[src/hdl/vrt_pkg.sv]
// ---------------------------------------------------------------------------
// vrt_pkg
// Shared types and codes of the voxel ray traversal engine.
// ---------------------------------------------------------------------------
package vrt_pkg;

    typedef logic [31:0] vrt_time_t;

    // per-lane control from the sequencer
    typedef struct packed {
        logic load;   // latch ray, start both divisions
        logic mul;    // register te * dir
        logic upd;    // commit voxel, advance crossing on tie
    } vrt_lane_ctl_t;

    localparam logic FUNC_START  = 1'b0;
    localparam logic FUNC_ANSWER = 1'b1;

    localparam logic [1:0] KIND_QUERY = 2'd0;
    localparam logic [1:0] KIND_HIT   = 2'd1;
    localparam logic [1:0] KIND_MISS  = 2'd2;
    localparam logic [1:0] KIND_NORAY = 2'd3;

    // APB register map
    localparam logic [2:0] ADDR_MAX_DIST = 3'd0;

    localparam vrt_time_t TIME_SAT = 32'hFFFF_FFFF;

endpackage

[src/hdl/vrt_merge.sv]
// ---------------------------------------------------------------------------
// vrt_merge
// Least crossing time over the three lanes.
// ---------------------------------------------------------------------------
module vrt_merge
    import vrt_pkg::*;
(
    input  vrt_time_t cross_x,
    input  vrt_time_t cross_y,
    input  vrt_time_t cross_z,
    output vrt_time_t tmin
);

    vrt_time_t m_xy;

    assign m_xy = (cross_y < cross_x) ? cross_y : cross_x;
    assign tmin = (cross_z < m_xy) ? cross_z : m_xy;

endmodule

[config.mk]
export PLATFORM = sky130hd
export DESIGN_NAME = vrt_merge
export DESIGN_NICKNAME = d
export VERILOG_FILES = /design/src/hdl/vrt_pkg.sv /design/src/hdl/vrt_merge.sv
export SDC_FILE = /design/constraint.sdc
export NUM_CORES = 1
export LEC_CHECK = 0
export BUFFER_PORTS_ARGS = -buffer_cell sky130_fd_sc_hd__buf_2
export CELL_PAD_IN_SITES_DETAIL_PLACEMENT = 0
export CELL_PAD_IN_SITES_GLOBAL_PLACEMENT = 2
export CORE_MARGIN = 4
export CORE_UTILIZATION = 22
export DETAILED_ROUTE_END_ITERATION = 10
export PLACE_DENSITY_LB_ADDON = 0.1
export SYNTH_ARGS = -nofsm -noshare
export SYNTH_HDL_FRONTEND = slang
export SYNTH_SLANG_ARGS = --single-unit
[constraint.sdc]
create_clock -name vclk -period 4
set_clock_uncertainty 0.2 [all_clocks]
set_input_delay 0.2 -clock vclk [all_inputs]
set_output_delay 0.2 -clock vclk [all_outputs]
set_load 0.005 [all_outputs]
==> impl_metrics.py <==
metrics = {
    "global_route": {
        "antenna_found_initial": 1,
        "grt_usage_pct": 14.73,
        "grt_max_degree": 25,
        "grt_pass1_vias": 3044,
        "grt_pass1_wl_microns": 14490,
        "grt_overflow_total": 0,
    },
    "power": {
        "vdd_drop_max_mv": 0.07187,
        "p_total_mw": 1.002,
        "p_per_area_nw_per_um2": 194.2,
        "leakagePower_nw": 2.316,
    },
    "synthesis": {
        "yosys-top-cells-area": "ha_1 (34%), mux2i_1 (14%), a21oi_1 (9.9%), a31oi_1 (8.5%), inv_1 (5.7%)",
        "avgSynthCellArea_sq_um": 7.350,
        "synth_cell_type_count": 37,
        "syn-cell-area_sq_um": 2286,
        "yosys.area.top_type": "ha_1",
        "syn_nets": 469,
        "yosysSeqAreaShare_pct": 0,
        "ys.warnings.count": 0,
        "syn_inst": 311,
        "synth_top_area_share_pct": 33.94,
    },
    "sta": {
        "worstMarginPinSlew_ns": 0.3591,
        "holdWs_ns": 0.5598,
        "finalSetupViolations": 32,
        "final-hold-violation-count": 0,
        "period_needed_ns": 4.606,
        "slew_headroom_pct": 75.81,
        "clock.fmax_ghz": 0.2171,
        "period_share_pct": 115.2,
        "setup_slack_ns": -0.6063,
        "rsz0062_at_grt": "yes",
        "drv_slew": 0,
    },
    "floorplanning": {
        "initial_utilization_pct": 22.96,
        "ioPinCount": 128,
        "die_h_microns": 109.9,
        "dieArea_sq_um": 12090,
        "rows": 36,
        "core_area_sq_um": 9955,
        "die_w_microns": 109.9,
    },
    "critical_path": {
        "crit_arrival_ns": 4.21,
        "crit_path_cell_trace": "buf_8 -> inv_4 -> ha_4 -> nand4_1 -> nor2_2 -> a221o_1 -> o31ai_2 -> and4_4 -> buf_12 -> mux2i_2 -> ha_1 -> a21o_1 -> a21o_1 -> a21oi_2 -> nand2_2 -> buf_6 -> nor4_4 -> buf_4 -> o21ai_4 -> buf_12 -> buf_12 -> a21oi_2 -> a31oi_2 -> buf_2",
        "crit_family": "compound AO/OA/AOI/OAI gates",
        "startpoint": "cross_x[14]",
        "path_buf_inv": 8,
        "cp_common_cell": "buf_12",
        "cp_slowest_cell": "a221o_1",
        "crit_fanout": 6,
        "setup.worst_path.class": "in2out",
        "cp.depth": 24,
        "startpoint_type": "input pin",
        "crit_required_ns": 3.60,
        "worstSetupEndpointType": "output pin",
        "max_stage_delay_ns": 0.36,
        "crit_end": "tmin[22]",
    },
    "detailed_routing": {
        "vias_per_cell": 4.865,
        "first_iter_violations": 50,
        "wirelength_microns": 10650,
        "via_count": 3201,
        "first_pass_iters": 4,
        "final_antenna_net_count": 0,
        "drt_drc_violations_left": 0,
        "wl_per_cell_microns": 16.19,
    },
    "clocking": {
        "holdBufCountCts": 0,
    },
    "placed_design": {
        "dpl_worst_slack_ns": -0.9465,
        "io_buffers": 128,
        "post-dp-hpwl_microns": 7744,
        "placed_area_sq_um": 3802,
        "gp_congestion": 0.8016,
    },
    "final_layout": {
        "finish.utilization_pct": 51.84,
        "antenna_cells": 0,
        "drive_above_1_share_pct": 68.76,
        "area_growth_pct": 125.7,
        "seqCellArea_sq_um": 0,
        "nFillCells": 934,
        "seq_cells": 0,
        "fin_area_sq_um": 5160,
        "num-clock-buffers": 0,
        "nNetsFinal": 685,
    },
    "status": {
        "status": "complete, but fails checks",
        "violations": "negative setup slack",
    },
    "flow_run": {
        "maxCapViolCount": 0,
    },
    "worst_hold_path": {
        "worstHoldPathType": "in2out",
    },
}
-- Yosys cell counts, drive strengths merged --
master / number
clkbuf: 7
o211ai: 1
nor2: 8
or2: 2
nor2b: 1
mux2i: 31
nor4: 2
buf: 10
and3: 2
o21a: 5
nand2b: 2
nand4: 11
o21ai: 15
nor3: 2
a221o: 1
o31ai: 1
o221ai: 1
a21oi: 45
nand2: 12
a211oi: 6
a31oi: 31
mux2: 1
o2111ai: 1
a2111oi: 2
o41ai: 1
a211o: 1
a221oi: 1
nor4b: 1
and4: 2
a21o: 3
ha: 62
inv: 35
a41oi: 1
nand3: 4
-- logic make-up after synthesis --
family / count (synthesis) / synth area share (%)
buf+inv: 52 / 9.743
fa+ha+maj: 62 / 33.94
simple gates: 49 / 11.22
mux: 32 / 14.07
compound gates: 116 / 31.04
-- timing repair --
action,in CTS,in global routing
cloned,5,8
pin swaps,19,36
setup endpoints to repair,32,32
resized for setup,52,127
buffers inserted,8,12
-- tightest hold or removal path, delay by kind of cell --
| kind | cells | cell delay [ns] |
|---|---|---|
| AO/OA/AOI/OAI | 2 | 0.13 |
| buffers and inverters | 2 | 0.23 |
-- where the power goes --
part	switching (mW)	leakage, nW	total [mW]	internal [mW]
clock	0	0	0	0
sequential	0	0	0	0
combinational	0.464	2.32	1.00	0.538
-- per-layer routing --
| metal | global-route usage, % | part of all wire (%) | wire length (microns) | up-vias |
|---|---|---|---|---|
| li1 | - | - | - | 1644 |
| met1 | 20.58 | 45 | 4782 | 1472 |
| met2 | 25.69 | 49 | 5212 | 79 |
| met3 | 1.703 | 5.8 | 617 | 4 |
| met4 | 0 | 0.25 | 27 | 2 |
| met5 | 0 | 0.12 | 13 | - |
-- how the worst min path moves through the flow --
| stage | startpoint | endpoint | slack (ns) | depth (start not counted) |
|---|---|---|---|---|
| global placement | cross_z[0] | tmin[0] | 0.54 | 3 |
| detailed placement | cross_z[0] | tmin[0] | 0.54 | 3 |
| finish | cross_z[18] | tmin[18] | 0.56 | 4 |
| CTS | cross_z[0] | tmin[0] | 0.53 | 3 |
| floorplan | cross_z[0] | tmin[0] | 0.32 | 1 |
| global route | cross_z[18] | tmin[18] | 0.58 | 4 |
-- final cells by class --
cell class	count	area [sq um]	area share, %
well taps	133	166.4	3.225
inverters	35	136.4	2.643
multi-input cells	260	3048	59.07
repair buffers	230	1809	35.06
-- metrics by stage --
step	TNS [ns]	std cells
6_report	-18.55	658
5_1_grt	-24.67	658
4_1_cts	-18.65	639
3_5_place_dp	-29.52	626
3_3_place_gp	-29.32	626
2_1_floorplan	-1.980	311
-- cells in the final DEF, fill, tap and decap left out, drive strengths merged, types with 3 or more instances in the layout --
| master | n |
|---|---|
| buf | 225 |
| ha | 62 |
| a21oi | 45 |
| inv | 35 |
| a31oi | 31 |
| mux2i | 31 |
| o21ai | 15 |
| nand2 | 12 |
| nand4 | 11 |
| nor2 | 8 |
| a211oi | 6 |
| o21a | 5 |
| clkbuf | 5 |
| nand3 | 4 |
| a21o | 3 |
(Power assumes the default switching activity.)
