`src/hdl/vrt_pkg.sv`:
```
// ---------------------------------------------------------------------------
// vrt_pkg
// Shared types and codes of the voxel ray traversal engine.
// ---------------------------------------------------------------------------
package vrt_pkg;

    typedef logic [31:0] vrt_time_t;

    // per-lane control from the sequencer
    typedef struct packed {
        logic load;   // latch ray, start both divisions
        logic mul;    // register te * dir
        logic upd;    // commit voxel, advance crossing on tie
    } vrt_lane_ctl_t;

    localparam logic FUNC_START  = 1'b0;
    localparam logic FUNC_ANSWER = 1'b1;

    localparam logic [1:0] KIND_QUERY = 2'd0;
    localparam logic [1:0] KIND_HIT   = 2'd1;
    localparam logic [1:0] KIND_MISS  = 2'd2;
    localparam logic [1:0] KIND_NORAY = 2'd3;

    // APB register map
    localparam logic [2:0] ADDR_MAX_DIST = 3'd0;

    localparam vrt_time_t TIME_SAT = 32'hFFFF_FFFF;

endpackage

```
`src/hdl/vrt_div.sv`:
```
// ---------------------------------------------------------------------------
// vrt_div
// Restoring divider, one quotient bit per cycle, saturating to 32 bits.
// ---------------------------------------------------------------------------
module vrt_div
    import vrt_pkg::*;
#(
    parameter int NW = 33
)
(
    input  logic          clk,
    input  logic          rst_n,
    input  logic          start,
    input  logic [NW-1:0] num,
    input  logic [17:0]   den,
    output logic          busy,
    output vrt_time_t     quot
);

    localparam int CW = $clog2(NW + 1);

    logic [CW-1:0] cnt_reg, cnt_next;
    logic          busy_reg, busy_next;
    logic [NW-1:0] q_reg, q_next;
    logic [17:0]   rem_reg, rem_next;
    logic [17:0]   den_reg, den_next;
    logic [18:0]   rem_sh;
    logic          ge;
    logic [NW+31:0] q_ext;

    always_comb
    begin
        rem_sh    = {rem_reg, q_reg[NW-1]};
        ge        = rem_sh >= {1'b0, den_reg};
        cnt_next  = cnt_reg;
        busy_next = busy_reg;
        q_next    = q_reg;
        rem_next  = rem_reg;
        den_next  = den_reg;
        if (start)
        begin
            cnt_next  = CW'(NW);
            busy_next = 1'b1;
            q_next    = num;
            rem_next  = '0;
            den_next  = den;
        end
        else if (busy_reg)
        begin
            rem_next = ge ? 18'(rem_sh - {1'b0, den_reg}) : rem_sh[17:0];
            q_next   = {q_reg[NW-2:0], ge};
            cnt_next = cnt_reg - 1'b1;
            if (cnt_reg == CW'(1))
                busy_next = 1'b0;
        end
    end

    always_ff @(posedge clk or negedge rst_n)
    begin
        if (!rst_n)
        begin
            cnt_reg  <= '0;
            busy_reg <= 1'b0;
        end
        else
        begin
            cnt_reg  <= cnt_next;
            busy_reg <= busy_next;
        end
    end

    always_ff @(posedge clk)
    begin
        q_reg   <= q_next;
        rem_reg <= rem_next;
        den_reg <= den_next;
    end

    assign q_ext = {32'b0, q_reg};
    assign busy  = busy_reg;
    assign quot  = (den_reg == '0 || |q_ext[NW+31:32]) ? TIME_SAT : q_reg[31:0];

endmodule

```
`src/hdl/vrt_lane.sv`:
```
// ---------------------------------------------------------------------------
// vrt_lane
// One axis: ray latch, step and first-crossing dividers, voxel datapath.
// ---------------------------------------------------------------------------
module vrt_lane
    import vrt_pkg::*;
#(
    parameter int FRAC_BITS = 16,
    parameter int EPS_LSB   = 7
)
(
    input  logic               clk,
    input  logic               rst_n,
    input  vrt_lane_ctl_t      ctl,
    input  logic signed [31:0] origin,
    input  logic signed [17:0] dir,
    input  vrt_time_t          tmin,
    output logic               busy,
    output vrt_time_t          crossing,
    output logic [15:0]        voxel_new,
    output logic [15:0]        voxel_cur
);

    localparam int NW  = 2 * FRAC_BITS + 1;
    localparam int W1  = (32 + FRAC_BITS > 52) ? 32 + FRAC_BITS : 52;
    localparam int W2  = (W1 > 2 * FRAC_BITS + 16) ? W1 : 2 * FRAC_BITS + 16;
    localparam int AW  = W2 + 1;

    logic signed [31:0] org_reg;
    logic signed [17:0] dir_reg;
    vrt_time_t          step_reg, cross_reg;
    logic [15:0]        vox_reg;
    logic signed [51:0] prod_reg, prod_next;
    logic               busy_d_reg;

    logic [17:0]          ad;
    logic [FRAC_BITS-1:0] frac;
    logic [FRAC_BITS:0]   mag;
    logic                 busy_s, busy_c;
    vrt_time_t            q_s, q_c;
    logic [32:0]          te;
    logic [32:0]          cross_sum;
    logic signed [AW-1:0] acc;

    assign ad   = dir[17] ? 18'(-dir) : dir;
    assign frac = origin[FRAC_BITS-1:0];
    // distance to the next boundary in the ray direction
    assign mag  = (!dir[17] && dir != '0 && frac != '0)
                  ? ({1'b1, {FRAC_BITS{1'b0}}} - {1'b0, frac})
                  : {1'b0, frac};

    vrt_div #(.NW(NW)) u_div_step (
        .clk   (clk),
        .rst_n (rst_n),
        .start (ctl.load),
        .num   (NW'(1) << (2 * FRAC_BITS)),
        .den   (ad),
        .busy  (busy_s),
        .quot  (q_s)
    );

    vrt_div #(.NW(NW)) u_div_cross (
        .clk   (clk),
        .rst_n (rst_n),
        .start (ctl.load),
        .num   (NW'(mag) << FRAC_BITS),
        .den   (ad),
        .busy  (busy_c),
        .quot  (q_c)
    );

    assign busy = busy_s | busy_c;

    assign te        = {1'b0, tmin} + 33'(EPS_LSB);
    assign prod_next = $signed({1'b0, te}) * dir_reg;
    assign acc       = (AW'(org_reg) <<< FRAC_BITS) + AW'(prod_reg);
    assign voxel_new = acc[2*FRAC_BITS+15:2*FRAC_BITS];
    assign cross_sum = {1'b0, cross_reg} + {1'b0, step_reg};

    always_ff @(posedge clk or negedge rst_n)
    begin
        if (!rst_n)
        begin
            org_reg    <= '0;
            dir_reg    <= '0;
            step_reg   <= '0;
            cross_reg  <= '0;
            vox_reg    <= '0;
            busy_d_reg <= 1'b0;
        end
        else
        begin
            busy_d_reg <= busy_s | busy_c;
            if (ctl.load)
            begin
                org_reg <= origin;
                dir_reg <= dir;
            end
            // quotients are final in the first cycle after the dividers go idle
            if (busy_d_reg && !(busy_s || busy_c))
            begin
                step_reg  <= q_s;
                cross_reg <= q_c;
            end
            if (ctl.upd)
            begin
                vox_reg <= voxel_new;
                if (cross_reg == tmin)
                    cross_reg <= cross_sum[32] ? TIME_SAT : cross_sum[31:0];
            end
        end
    end

    always_ff @(posedge clk)
    begin
        if (ctl.mul)
            prod_reg <= prod_next;
    end

    assign crossing  = cross_reg;
    assign voxel_cur = vox_reg;

endmodule

```
`config.mk`:
```
export PLATFORM = sky130hd
export DESIGN_NAME = vrt_lane
export DESIGN_NICKNAME = d
export VERILOG_FILES = /design/src/hdl/vrt_pkg.sv /design/src/hdl/vrt_div.sv /design/src/hdl/vrt_lane.sv
export SDC_FILE = /design/constraint.sdc
export NUM_CORES = 2
export LEC_CHECK = 0
export BUFFER_PORTS_ARGS = -buffer_cell sky130_fd_sc_hd__buf_2
export CORE_UTILIZATION = 55
export CTS_CLUSTER_DIAMETER = 30
export CTS_CLUSTER_SIZE = 20
export DETAILED_ROUTE_END_ITERATION = 10
export PLACE_DENSITY = 0.78
export SLEW_MARGIN = 25
export SYNTH_ARGS = -nofsm -noshare
export SYNTH_HDL_FRONTEND = slang
export SYNTH_HIERARCHICAL = 1
export SYNTH_SLANG_ARGS = --single-unit
```
`constraint.sdc`:
```
create_clock -name clk -period 7.65 [get_ports clk]
set_clock_uncertainty 0.05 [all_clocks]
set_input_delay 1.53 -clock clk [delete_from_list [all_inputs] [get_ports clk]]
set_output_delay 1.53 -clock clk [all_outputs]
set_load 0.01 [all_outputs]
```
==> impl_metrics.yaml <==
logic_synthesis:
  synth_warnings: 6
  yosysUniqueCellTypes: 84
  synth_seq_area_share_pct: 22.5
  async_flop_share_pct: 46.0
  avgSynthCellArea_um2: 9.67
  synth_enable_flop_cells: 134
  syn_area_um2: 37200
  syn_inst: 3842
  ys.flop_type: "dfrtp_1"
  ys_ff_latch: 315
global_route:
  overflow: 0
  grt_pass1_wl_um: 164000
  grt_pass1_vias: 31000
  gr-usage-all-layers_pct: 30.7
  antenna_found_initial: 1
  grt_max_degree: 153
clock_network:
  ctsRootBufferMaster: "clkbuf_16"
  cts.sinks: 315
  cts.path.max_buffers: 3
  clock_latency_ps: 610
  ctsHoldBuffers: 0
  cts_tree: "done"
  htreeDepth: 3
  clkSlewWorstSetupHoldPaths_ps: 40
  cts_buffers: 73
detailed_routing:
  routed_via_density: 5.67
  antenna_left: 0
  wl_per_cell_um: 19.9
  wl_um: 104000
  drc: 0
  dr.pass1.iters: 5
  vias: 29500
  drtIter0Drc: 2344
floorplan:
  ioPinCount: 152
  core-area_um2: 66300
  fp.dieW_um: 262
  die_h_um: 262
  initial_core_util_pct: 56.0
  num_rows: 94
  dieArea_um2: 68600
place:
  dp_hpwl_um: 78800
  placed_area_um2: 41300
  io_buffer_count: 151
  dp_cells: 5006
  place_congestion: 0.995
final_layout:
  fin_cells: 5208
  layout.nets: 5104
  syn2layout_area_growth_pct: 21.9
  finalInstanceArea_um2: 45300
  fillers: 4735
  fin_util_pct: 68.3
  drive_gt1_share_pct: 24.7
worst_setup_path:
  worstSetupEndpointType: "flip-flop"
  worstPathMaxFanout: 6
  critPathLaunchType: "input pin"
  arrival_ps: 8260
  crit_buf_inv: 4
  cp_slowest_cell: "fa_1"
  path_class: "in -> reg"
  cp_slowest_stage_delay_ps: 540
  crit_family: "adder cells"
  r2r_slack_ps: 570
  crit_path_frequent_cell: "fa_1"
  critical_path_required_ps: 7940
sta:
  hold_viol_final: 0
  rsz0062_at_grt: "yes"
  setup_viol: 20
  setup_slack_ps: -318
  fin_tns_setup_ps: -4400
  relSlewSlack_pct: 28.8
  slew_violations: 0
  period_share_pct: 104
  fin_crit_ps: 7970
  worst_slew_pin_slew_ps: 1070
  fmax_mhz: 126
outcome:
  violations: "setup timing"
  status: "finished, violations left"
job:
  maxCapViolCount: 0
min_path:
  hp-class: "reg -> reg"
-- per-stage QoR --
| step | worst slack [ps] | hold slack [ps] |
|---|---|---|
| after detailed placement | -995 | 441 |
| after floorplan | -451 | 411 |
| after CTS | -160 | 449 |
| final | -318 | 446 |
| after global placement | -814 | 415 |
| after global routing | -509 | 467 |
-- cell type report --
class                   count  area [um^2]  area share (%)
repair buffers            466         3660            8.09
multi-input cells        2753        27100            59.9
flip-flops and latches    315         8380            18.5
well taps                 864         1080            2.39
diodes                      3         7.51          0.0166
clock buffers              92         2000            4.42
clock inverters            43          508            1.12
inverters                 672         2530            5.59
-- per-layer routing --
| metal | part of all wire [%] | global-route usage (%) |
|---|---|---|
| met4 | 6.0 | 18.0 |
| met3 | 7.8 | 6.11 |
| met5 | 0 | 0 |
| met1 | 39 | 38.6 |
| met2 | 47 | 49.5 |
-- cell usage after synthesis, drive strengths merged (45+ instances only) --
cell / count / area, um^2
inv: 670 / 2510
fa: 497 / 9950
nand2: 458 / 1720
ha: 239 / 2990
and2: 214 / 1340
mux2: 154 / 1730
dfrtp: 145 / 3630
nor2: 137 / 514
edfxtp: 134 / 4020
clkbuf: 123 / 462
xnor2: 121 / 1060
a21oi: 90 / 450
or2: 81 / 507
o21ai: 79 / 407
xor2: 77 / 674
mux2i: 45 / 450
-- logic make-up (layout without fill, tap and decap cells) --
kind of cell	Yosys count	in the layout	share of synthesized area (%)
AND/OR/NAND/NOR	1133	1133	15.1
buffers and inverters	823	1273	8.51
adder cells (fa/ha/maj)	736	736	34.8
AO/OA/AOI/OAI	436	436	8.47
flip-flops	315	315	22.5
multiplexers	199	199	5.88
XOR/XNOR	198	199	4.67
other	2	53	0.0202
-- layout by cell type, fill, tap and decap left out, drive strengths merged, types with 122 or more instances in the layout --
master,netlist,routed
fa,497,497
nor2,137,137
inv,670,677
and2,214,214
xnor2,121,122
nand2,458,458
ha,239,239
mux2,154,154
edfxtp,134,134
dfrtp,145,145
buf,28,465
-- worst reg2reg max path, cell delays in order (launching register included) --
cell and delay [ps]:
dfrtp_1 500, clkinv_1 810, or2_2 630, fa_1 470, fa_1 520, fa_1 440, fa_1 530, fa_1 430
fa_1 490, inv_1 60, ha_4 230, a21o_1 170, and3b_1 230, o211ai_1 140, a31oi_1 160, o31a_1 320
o311ai_2 150, a31o_2 280, a21oi_2 130, xnor2_1 70
-- path summary, 6_finish.rpt --
| path | from | to | cells after the start |
|---|---|---|---|
| max reg2reg | dir_reg[17] | prod_reg[47] | 19 |
| max in group asynchronous | rst_n | org_reg[31] | 2 |
| min in group asynchronous | rst_n | crossing[11] | 1 |
| max | tmin[0] | prod_reg[47] | 28 |
| min reg2reg | voxel_cur[8] | voxel_cur[8] | 1 |
| min | voxel_cur[8] | voxel_cur[8] | 1 |
-- repair_timing --
item | CTS | global route
buffers inserted | 48 | 23
setup endpoints to repair | 19 | 26
gates resized for setup | 92 | 99
gates cloned | 3 | 1
pin swaps | 100 | 72
Power is not shown: default switching activity piles up to over one toggle a cycle in this logic, so the estimate is an artifact.
